--- config.mk ---
export PLATFORM = sky130hd
export DESIGN_NAME = rms_audio_level_meter_core
export DESIGN_NICKNAME = d
export VERILOG_FILES = /design/src/rmsm_pkg.sv /design/src/rmsm_front.sv /design/src/rmsm_fifo.sv /design/src/rmsm_back.sv /design/src/rms_audio_level_meter_core.sv
export VERILOG_INCLUDE_DIRS = /design/src /design/src/src
export SDC_FILE = /design/constraint.sdc
export NUM_CORES = 2
export LEC_CHECK = 0
export BUFFER_PORTS_ARGS = -buffer_cell sky130_fd_sc_hd__buf_2
export CORE_AREA = 2 2 294 354
export CTS_BUF_LIST = sky130_fd_sc_hd__clkbuf_8
export DETAILED_ROUTE_END_ITERATION = 16
export DIE_AREA = 0 0 296 356
export GPL_TIMING_DRIVEN = 0
export SLEW_MARGIN = 20
export SYNTH_ARGS = -nofsm -noshare
export SYNTH_HDL_FRONTEND = slang
export SYNTH_SLANG_ARGS = --single-unit
--- constraint.sdc ---
create_clock -name clk -period 27.1 [get_ports clk]
set_clock_uncertainty 0.2 [all_clocks]
set_input_delay 6.775 -clock clk [delete_from_list [all_inputs] [get_ports clk]]
set_output_delay 6.775 -clock clk [all_outputs]
set_load 0.01 [all_outputs]
--- src/rms_audio_level_meter_core_assert.svh ---
// ----------------------------------------------------------------------------
// RMS level meter assertion macros
// Concurrent assertion helpers used by the level meter core.
// ----------------------------------------------------------------------------
`ifndef RMS_AUDIO_LEVEL_METER_CORE_ASSERT_SVH
`define RMS_AUDIO_LEVEL_METER_CORE_ASSERT_SVH

`ifndef SYNTHESIS
`define RMSM_ASSERT_IMP(label, clk, rst, ante, cons) \
  label: assert property (@(posedge clk) disable iff (rst) (ante) |-> (cons)) \
    else $error("level meter assertion failed");
`define RMSM_ASSERT_NXT(label, clk, rst, ante, cons) \
  label: assert property (@(posedge clk) disable iff (rst) (ante) |=> (cons)) \
    else $error("level meter assertion failed");
`else
`define RMSM_ASSERT_IMP(label, clk, rst, ante, cons)
`define RMSM_ASSERT_NXT(label, clk, rst, ante, cons)
`endif

`endif

--- src/rmsm_pkg.sv ---
// ----------------------------------------------------------------------------
// RMS level meter package
// Item kinds, register indexes, fixed widths, step limits and reset values.
// ----------------------------------------------------------------------------
`timescale 1ns / 1ps

package rmsm_pkg;

  typedef enum logic [1:0] {
    KIND_SAMPLE  = 2'd0,
    KIND_SILENCE = 2'd1,
    KIND_REPORT  = 2'd2
  } kind_t;

  localparam logic REG_LEVEL_OFFSET = 1'b0;
  localparam logic REG_LEVEL_GAIN   = 1'b1;

  localparam int SUM_BITS    = 50;
  localparam int ROOT_BITS   = 25;
  localparam int OFFSET_BITS = 15;
  localparam int GAIN_BITS   = 12;
  localparam int PROD_BITS   = ROOT_BITS + GAIN_BITS;
  localparam int LEVEL_BITS  = 16;
  localparam int WCOUNT_BITS = 20;
  localparam int STEP_BITS   = 6;

  localparam logic [STEP_BITS-1:0] DIV_LAST  = 6'd49;
  localparam logic [STEP_BITS-1:0] SQRT_LAST = 6'd24;

  localparam logic [OFFSET_BITS-1:0] OFFSET_RESET = 15'd82;
  localparam logic [GAIN_BITS-1:0]   GAIN_RESET   = 12'd1920;
  localparam logic [LEVEL_BITS-1:0]  FULL_SCALE   = 16'd32768;
  localparam logic [WCOUNT_BITS-1:0] WCOUNT_MAX   = 20'hFFFFF;

endpackage

--- src/rmsm_front.sv ---
// ----------------------------------------------------------------------------
// RMS level meter front end
// Accumulates squared samples and the sample count, and hands a window
// snapshot to the report queue on each report item.
// ----------------------------------------------------------------------------
`timescale 1ns / 1ps

module rmsm_front #(
  parameter int COUNT_BITS = 20
) (
  input  logic                          clk,
  input  logic                          rst,
  input  logic                          in_valid,
  output logic                          in_ready,
  input  logic [1:0]                    in_kind,
  input  logic [15:0]                   in_sample,
  input  logic [15:0]                   in_run_length,
  output logic                          push,
  input  logic                          push_ready,
  output logic [rmsm_pkg::SUM_BITS-1:0] win_sum,
  output logic [COUNT_BITS-1:0]         win_count
);

  localparam int AW = ((COUNT_BITS > 16) ? COUNT_BITS : 16) + 1;
  localparam int SW = rmsm_pkg::SUM_BITS + 1;

  rmsm_pkg::kind_t kind;
  logic                          accept;
  logic [15:0]                   mag;
  logic [31:0]                   square;
  logic [SW-1:0]                 sum_add;
  logic [AW-1:0]                 count_add;
  logic [AW-1:0]                 count_inc;
  logic [AW-1:0]                 count_max;
  logic [rmsm_pkg::SUM_BITS-1:0] sum_next;
  logic [COUNT_BITS-1:0]         count_next;

  assign kind      = rmsm_pkg::kind_t'(in_kind);
  assign in_ready  = (kind != rmsm_pkg::KIND_REPORT) || push_ready;
  assign accept    = in_valid && in_ready;
  assign push      = accept && (kind == rmsm_pkg::KIND_REPORT);
  assign count_max = AW'({COUNT_BITS{1'b1}});

  always_comb begin
    mag       = in_sample[15] ? 16'(~in_sample + 16'd1) : in_sample;
    square    = 32'(mag) * 32'(mag);
    sum_add   = SW'(win_sum) + SW'(square);
    count_inc = (kind == rmsm_pkg::KIND_SAMPLE) ? AW'(1) : AW'(in_run_length);
    count_add = AW'(win_count) + count_inc;
    sum_next   = win_sum;
    count_next = win_count;
    unique case (kind)
      rmsm_pkg::KIND_SAMPLE: begin
        sum_next   = sum_add[SW-1] ? {rmsm_pkg::SUM_BITS{1'b1}} : sum_add[SW-2:0];
        count_next = (count_add > count_max) ? {COUNT_BITS{1'b1}} : count_add[COUNT_BITS-1:0];
      end
      rmsm_pkg::KIND_SILENCE: begin
        count_next = (count_add > count_max) ? {COUNT_BITS{1'b1}} : count_add[COUNT_BITS-1:0];
      end
      rmsm_pkg::KIND_REPORT: begin
        sum_next   = '0;
        count_next = '0;
      end
      default: begin
        sum_next   = win_sum;
        count_next = win_count;
      end
    endcase
  end

  always_ff @(posedge clk) begin
    if (rst) begin
      win_sum   <= '0;
      win_count <= '0;
    end else if (accept) begin
      win_sum   <= sum_next;
      win_count <= count_next;
    end
  end

endmodule

--- src/rmsm_fifo.sv ---
// ----------------------------------------------------------------------------
// RMS level meter report queue
// Two-entry queue of window snapshots between front end and back end.
// ----------------------------------------------------------------------------
`timescale 1ns / 1ps

module rmsm_fifo #(
  parameter int WIDTH = 70
) (
  input  logic             clk,
  input  logic             rst,
  input  logic             push,
  output logic             push_ready,
  input  logic [WIDTH-1:0] push_data,
  output logic             pop_valid,
  input  logic             pop,
  output logic [WIDTH-1:0] pop_data
);

  logic [WIDTH-1:0] mem [2];
  logic             wr_ptr;
  logic             rd_ptr;
  logic [1:0]       fill;
  logic             do_push;
  logic             do_pop;

  assign push_ready = (fill != 2'd2);
  assign pop_valid  = (fill != 2'd0);
  assign pop_data   = mem[rd_ptr];
  assign do_push    = push && push_ready;
  assign do_pop     = pop && pop_valid;

  always_ff @(posedge clk) begin
    if (do_push) begin
      mem[wr_ptr] <= push_data;
    end
  end

  always_ff @(posedge clk) begin
    if (rst) begin
      wr_ptr <= 1'b0;
      rd_ptr <= 1'b0;
      fill   <= 2'd0;
    end else begin
      if (do_push) begin
        wr_ptr <= ~wr_ptr;
      end
      if (do_pop) begin
        rd_ptr <= ~rd_ptr;
      end
      if (do_push && !do_pop) begin
        fill <= fill + 2'd1;
      end else if (do_pop && !do_push) begin
        fill <= fill - 2'd1;
      end
    end
  end

endmodule

--- src/rmsm_back.sv ---
// ----------------------------------------------------------------------------
// RMS level meter back end
// Serial divide, serial square root, offset and gain, and the result register.
// ----------------------------------------------------------------------------
`timescale 1ns / 1ps

module rmsm_back #(
  parameter int COUNT_BITS = 20
) (
  input  logic                             clk,
  input  logic                             rst,
  input  logic                             in_valid,
  output logic                             in_ready,
  input  logic [rmsm_pkg::SUM_BITS-1:0]    in_sum,
  input  logic [COUNT_BITS-1:0]            in_count,
  input  logic [rmsm_pkg::OFFSET_BITS-1:0] level_offset,
  input  logic [rmsm_pkg::GAIN_BITS-1:0]   level_gain,
  output logic                             out_valid,
  input  logic                             out_ready,
  output logic [rmsm_pkg::LEVEL_BITS-1:0]  out_level,
  output logic [rmsm_pkg::WCOUNT_BITS-1:0] out_window_count
);

  localparam int SB = rmsm_pkg::SUM_BITS;
  localparam int RB = rmsm_pkg::ROOT_BITS;
  localparam int PB = rmsm_pkg::PROD_BITS;
  localparam int QB = RB + 2;
  localparam int WB = (COUNT_BITS > rmsm_pkg::WCOUNT_BITS) ? COUNT_BITS : rmsm_pkg::WCOUNT_BITS;

  typedef enum logic [2:0] {
    ST_IDLE,
    ST_DIV,
    ST_SQRT,
    ST_MUL,
    ST_OUT
  } state_t;

  state_t                         state;
  logic [SB-1:0]                  dvd;
  logic [COUNT_BITS-1:0]          divisor;
  logic [COUNT_BITS-1:0]          div_rem;
  logic [QB-1:0]                  sq_rem;
  logic [RB-1:0]                  root;
  logic [PB-1:0]                  prod;
  logic [rmsm_pkg::STEP_BITS-1:0] step;

  logic [COUNT_BITS:0]            div_sh;
  logic                           div_ge;
  logic [QB+1:0]                  sq_sh;
  logic [QB+1:0]                  sq_trial;
  logic                           sq_ge;
  logic [PB-9:0]                  scaled;
  logic [rmsm_pkg::LEVEL_BITS-1:0] level_next;
  logic [WB-1:0]                  count_ext;
  logic [rmsm_pkg::WCOUNT_BITS-1:0] wcount_next;

  assign in_ready = (state == ST_IDLE);

  always_comb begin
    div_sh     = {div_rem, dvd[SB-1]};
    div_ge     = div_sh >= {1'b0, divisor};
    sq_sh      = {sq_rem, dvd[SB-1:SB-2]};
    sq_trial   = (QB+2)'({root, 2'b01});
    sq_ge      = sq_sh >= sq_trial;
    scaled     = prod[PB-1:8];
    level_next = (scaled > (PB-8)'(rmsm_pkg::FULL_SCALE)) ? rmsm_pkg::FULL_SCALE :
                 scaled[rmsm_pkg::LEVEL_BITS-1:0];
    count_ext  = WB'(divisor);
    wcount_next = (count_ext > WB'(rmsm_pkg::WCOUNT_MAX)) ? rmsm_pkg::WCOUNT_MAX :
                  count_ext[rmsm_pkg::WCOUNT_BITS-1:0];
  end

  always_ff @(posedge clk) begin
    if (rst) begin
      state     <= ST_IDLE;
      out_valid <= 1'b0;
    end else begin
      if (out_valid && out_ready && (state != ST_OUT)) begin
        out_valid <= 1'b0;
      end
      unique case (state)
        ST_IDLE: begin
          if (in_valid) begin
            dvd     <= in_sum;
            divisor <= in_count;
            div_rem <= '0;
            sq_rem  <= '0;
            root    <= '0;
            step    <= '0;
            state   <= (in_count == '0) ? ST_MUL : ST_DIV;
          end
        end
        ST_DIV: begin
          div_rem <= div_ge ? COUNT_BITS'(div_sh - {1'b0, divisor}) : div_sh[COUNT_BITS-1:0];
          dvd     <= {dvd[SB-2:0], div_ge};
          if (step == rmsm_pkg::DIV_LAST) begin
            step  <= '0;
            state <= ST_SQRT;
          end else begin
            step  <= step + rmsm_pkg::STEP_BITS'(1);
          end
        end
        ST_SQRT: begin
          sq_rem <= sq_ge ? QB'(sq_sh - sq_trial) : sq_sh[QB-1:0];
          root   <= {root[RB-2:0], sq_ge};
          dvd    <= {dvd[SB-3:0], 2'b00};
          step   <= step + rmsm_pkg::STEP_BITS'(1);
          if (step == rmsm_pkg::SQRT_LAST) begin
            state <= ST_MUL;
          end
        end
        ST_MUL: begin
          if (root > RB'(level_offset)) begin
            prod <= PB'(root - RB'(level_offset)) * PB'(level_gain);
          end else begin
            prod <= '0;
          end
          state <= ST_OUT;
        end
        ST_OUT: begin
          if (!out_valid || out_ready) begin
            out_level        <= level_next;
            out_window_count <= wcount_next;
            out_valid        <= 1'b1;
            state            <= ST_IDLE;
          end
        end
        default: begin
          state <= ST_IDLE;
        end
      endcase
    end
  end

endmodule

--- src/rms_audio_level_meter_core.sv ---
// ----------------------------------------------------------------------------
// RMS audio level meter core
// Accumulates sample energy over a window and reports a scaled RMS level.
// ----------------------------------------------------------------------------
// The slave channel takes one item per transfer: tuser holds the kind
// (sample, silent run, report) and tdata holds the sample and run length.
// Sample and silent-run items are taken one per cycle and give no result.
// A report item snapshots the window, clears it in the same cycle, and
// queues the snapshot in a two-entry queue, so accumulation continues
// at once. The back end works one report at a time: a 50-step serial
// divider, a 25-step serial square root (both skipped if the count is 0),
// a multiply step and an output step that waits for the receiver; it takes
// the next report only after its last result is registered. The slave side
// stalls only on a report item while the queue holds two reports.
// The master channel holds its result in a register; while the receiver
// stalls, the back end still computes the next report and then waits.
// Configuration writes (offset, gain) are taken in any cycle and belong
// to idle periods. Reset clears the window, the queue and the result valid
// flag, and loads the default offset and gain.
`timescale 1ns / 1ps

`include "rms_audio_level_meter_core_assert.svh"

module rms_audio_level_meter_core #(
  parameter int COUNT_BITS = 20
) (
  input  logic        clk,
  input  logic        rst,
  input  logic        s_tvalid,
  output logic        s_tready,
  input  logic [31:0] s_tdata,   // sample [15:0], run_length [31:16]
  input  logic [1:0]  s_tuser,   // kind [1:0]
  output logic        m_tvalid,
  input  logic        m_tready,
  output logic [39:0] m_tdata,   // level [15:0], window_count [35:16], zero [39:36]
  input  logic        cfg_valid,
  output logic        cfg_ready,
  input  logic        cfg_index,
  input  logic [14:0] cfg_data
);

  localparam int QW = rmsm_pkg::SUM_BITS + COUNT_BITS;

  logic [rmsm_pkg::OFFSET_BITS-1:0] level_offset;
  logic [rmsm_pkg::GAIN_BITS-1:0]   level_gain;
  logic                             push;
  logic                             push_ready;
  logic [rmsm_pkg::SUM_BITS-1:0]    win_sum;
  logic [COUNT_BITS-1:0]            win_count;
  logic                             pop_valid;
  logic                             pop;
  logic [QW-1:0]                    pop_data;
  logic [rmsm_pkg::LEVEL_BITS-1:0]  out_level;
  logic [rmsm_pkg::WCOUNT_BITS-1:0] out_window_count;

  assign cfg_ready = 1'b1;

  always_ff @(posedge clk) begin
    if (rst) begin
      level_offset <= rmsm_pkg::OFFSET_RESET;
      level_gain   <= rmsm_pkg::GAIN_RESET;
    end else if (cfg_valid && cfg_ready) begin
      if (cfg_index == rmsm_pkg::REG_LEVEL_OFFSET) begin
        level_offset <= cfg_data;
      end
      if (cfg_index == rmsm_pkg::REG_LEVEL_GAIN) begin
        level_gain <= cfg_data[rmsm_pkg::GAIN_BITS-1:0];
      end
    end
  end

  rmsm_front #(
    .COUNT_BITS (COUNT_BITS)
  ) u_front (
    .clk           (clk),
    .rst           (rst),
    .in_valid      (s_tvalid),
    .in_ready      (s_tready),
    .in_kind       (s_tuser),
    .in_sample     (s_tdata[15:0]),
    .in_run_length (s_tdata[31:16]),
    .push          (push),
    .push_ready    (push_ready),
    .win_sum       (win_sum),
    .win_count     (win_count)
  );

  rmsm_fifo #(
    .WIDTH (QW)
  ) u_fifo (
    .clk        (clk),
    .rst        (rst),
    .push       (push),
    .push_ready (push_ready),
    .push_data  ({win_count, win_sum}),
    .pop_valid  (pop_valid),
    .pop        (pop),
    .pop_data   (pop_data)
  );

  rmsm_back #(
    .COUNT_BITS (COUNT_BITS)
  ) u_back (
    .clk              (clk),
    .rst              (rst),
    .in_valid         (pop_valid),
    .in_ready         (pop),
    .in_sum           (pop_data[rmsm_pkg::SUM_BITS-1:0]),
    .in_count         (pop_data[QW-1:rmsm_pkg::SUM_BITS]),
    .level_offset     (level_offset),
    .level_gain       (level_gain),
    .out_valid        (m_tvalid),
    .out_ready        (m_tready),
    .out_level        (out_level),
    .out_window_count (out_window_count)
  );

  assign m_tdata = {4'b0000, out_window_count, out_level};

  `RMSM_ASSERT_IMP(a_push_room, clk, rst, push, push_ready)
  `RMSM_ASSERT_NXT(a_report_clears, clk, rst,
    s_tvalid && s_tready && (s_tuser == rmsm_pkg::KIND_REPORT),
    (win_sum == '0) && (win_count == '0))
  `RMSM_ASSERT_IMP(a_level_range, clk, rst, m_tvalid, out_level <= rmsm_pkg::FULL_SCALE)
  `RMSM_ASSERT_IMP(a_stall_report, clk, rst,
    s_tvalid && !s_tready, (s_tuser == rmsm_pkg::KIND_REPORT) && !push_ready)

endmodule
==> results by group <==
Outcome
  • Status: completed

CTS
  • Num CTS Buffers: 76
  • Postcts setup bufs: 0
  • Clk sinks: 459
  • CTS tree: yes
  • Clk_lat worst skew: 690 ps
  • Clock-pin slew of the registers on the worst-case setup and hold paths: 50 ps
  • CTS H-tree lvls: 3
  • CTS root buf: clkbuf_8
  • Hold-fix buffers, CTS: 0
  • Clock Tree Buf Depth: 3
  • PostCTS Resize Cnt: 0

GRT
  • Antenna violations before repair: 3
  • First-pass GRT wire length: 156000 µm
  • Gr usage total: 18.7%
  • GRT overflow: 0
  • Largest net degree at the start of global routing: 57
  • Vias in the first global route: 29596

Synthesis
  • Post-Synthesis Cell Area: 40600 µm²
  • Synth Area in Compound Gates: 10.1%
  • Synth area leaders: edfxtp_1 (26%), fa_1 (23%), ha_1 (7.4%)
  • EDFF count, synth: 353
  • Simple-gate portion of the synthesized area: 12.8%
  • Synth area leader: edfxtp_1
  • Combinational family with the most area after synthesis: adder cells
  • Xor/xnor share of the synthesized area: 3.34%
  • Adder-cell area share of the yosys netlist: 30.6%
  • Synth warn: 0
  • Sequential fraction of the synthesis area: 31.3%
  • Async S/R FF share, synth: 0%
  • Mean Syn Cell Area: 9.87 µm²
  • Post-synthesis cell count: 4110
  • Synth top area share: 26.1%
  • Distinct cell type count after synthesis: 94
  • #FFs+latches synth: 459
  • Top_reg_cell synth: edfxtp_1
  • Mux share of post-synthesis cell area: 3.42%

Drt
  • Via Count: 28805
  • Drt pass-1 iters: 6
  • Routed len/inst: 16.9 µm
  • Drt initial violations: 1399
  • Final ANT Viol Nets: 0
  • DRC violations left: 0
  • Routed wire length: 97100 µm
  • DR vias/cell: 5.01

Timing
  • Slew HR: 26.4%
  • FMAX: 63.8 MHz
  • Hold Fails Final Rpt: 0
  • Post-Route Setup TNS: 0 ps
  • Final setup viols: 0
  • Final Max Slew Viols: 0
  • Period utilization: 57.8%
  • RSZ-0062 raised after global routing: false
  • Tmin final: 15660 ps
  • Least-Margin Pin Slew: 1100 ps

Finish
  • Filler cells: 10030
  • Layout Utilization: 43.7%
  • Nets: 5077
  • Most frequent cells in the layout: inv_1 (712), nand2_1 (510), fa_1 (470), edfxtp_1 (353), ha_1 (239)
  • Layout area overhead: 10.2%
  • Share of post-route cells with drive strength above 1: 7.54%
  • Commonest non-fill, non-tap cell in the layout: inv_1

Placed design
  • Placer Congestion: 0.890
  • HPWL after DPL: 79700 µm
  • IO Port Bufs: 92

Floorplan
  • Die ar.: 105000 µm²
  • Ports: 98
  • Die width: 296 µm
  • Die H: 356 µm
  • Initial Util: 39.7%
  • CORE AREA: 102000 µm²
  • Row count: 129

Hold path
  • Worst hold path type: reg -> reg

Worst setup path
  • CP max stage cell: xor2_1
  • Critical Path Fanout Max: 10
  • CP endpoint kind: register
  • Delay of the slowest cell on the worst path: 880 ps
  • Most used cell, CP: fa_1
  • Startpoint types: input pin
  • Crit path DAT: 16040 ps
  • CP delay by family, top: adder cells
  • Crit path buffers/inverters: 10
  • Critical path class: in -> reg
  • CP Data Required Time: 27480 ps

Job
  • Max Cap Viol: 0
-- path summary, 6_finish.rpt --
check                           slack, ps            endpoint                from  cells after the start
worst min register to register        250    u_fifo.mem[0][5]  u_front.win_sum[5]                      0
worst min-delay path                  250    u_fifo.mem[0][5]  u_front.win_sum[5]                      0
worst max-delay path                11440  u_front.win_sum[7]          s_tdata[0]                     33
worst max register to register      17730     u_back.prod[34]      u_back.root[0]                     30
-- cells by family after synthesis --
logic type               after synthesis
XOR/XNOR                             153
other                                  2
multiplexers                         134
AO/OA/AOI/OAI                        626
adder cells (fa/ha/maj)              709
AND/OR/NAND/NOR                     1137
buffers and inverters                890
flip-flops                           459
-- layer usage --
metal | GRT usage, % | share of wire, %
met4 | 6.99 | 3.5
met2 | 34.5 | 52
met1 | 22.1 | 41
met5 | 0 | 0
met3 | 2.07 | 3.8
-- cell type report --
class	count	area, µm²	share of cell area, %
diodes	3	7.51	0.0168
plain buffers	196	788	1.76
clock buffers	81	1110	2.49
clock inverters	59	485	1.09
inverters	694	2610	5.83
multi-input cells	2775	24600	55.0
flip-flops and latches	459	12700	28.5
well taps	1375	1720	3.85
repair buffers	111	688	1.54
-- worst reg2reg max path, delay by kind of cell, from the launching register on --
family,cells,cell delay (ps)
AO/OA/AOI/OAI,13,2750
XOR/XNOR,1,230
flip-flops,1,360
adder cells (fa/ha/maj),8,3670
buffers and inverters,4,850
AND/OR/NAND/NOR,4,1110
-- per-stage QoR --
| step | setup slack, ps | instance area [µm²] | cells | hold slack (ps) |
|---|---|---|---|---|
| floorplan | 12800 | 40600 | 4124 | 224 |
| global placement | 10880 | 42800 | 5591 | 233 |
| detailed placement | 10880 | 43100 | 5610 | 243 |
| CTS | 11610 | 44700 | 5750 | 256 |
| global route | 11020 | 44700 | 5752 | 257 |
| finish | 11440 | 44700 | 5753 | 254 |
-- flip-flops by register name, summed over array words and instances, names as in the netlist, 25 cells and up, named ones only --
| name | count |
|---|---|
| u_back.dvd | 50 |
| u_back.prod | 29 |
| u_back.root | 25 |
| u_back.sq_rem | 27 |
| u_fifo.mem | 140 |
| u_front.win_sum | 50 |
-- cells in the mapped netlist (26+ instances only) --
cell type / n
o21ai_0: 155
dfxtp_1: 106
a21oi_1: 147
and2_1: 98
edfxtp_1: 353
nand2_1: 510
mux2i_1: 96
clkbuf_1: 165
a21o_1: 46
a22oi_1: 48
xnor2_1: 93
fa_1: 470
a211oi_1: 36
nor2_1: 240
o21a_1: 29
nand3_1: 46
nor2b_1: 47
nor3_1: 50
xor2_1: 58
ha_1: 239
nand4_1: 26
mux2_2: 38
inv_1: 685
Power is not shown: default switching activity piles up to over one toggle a cycle in this logic, so the estimate is an artifact.
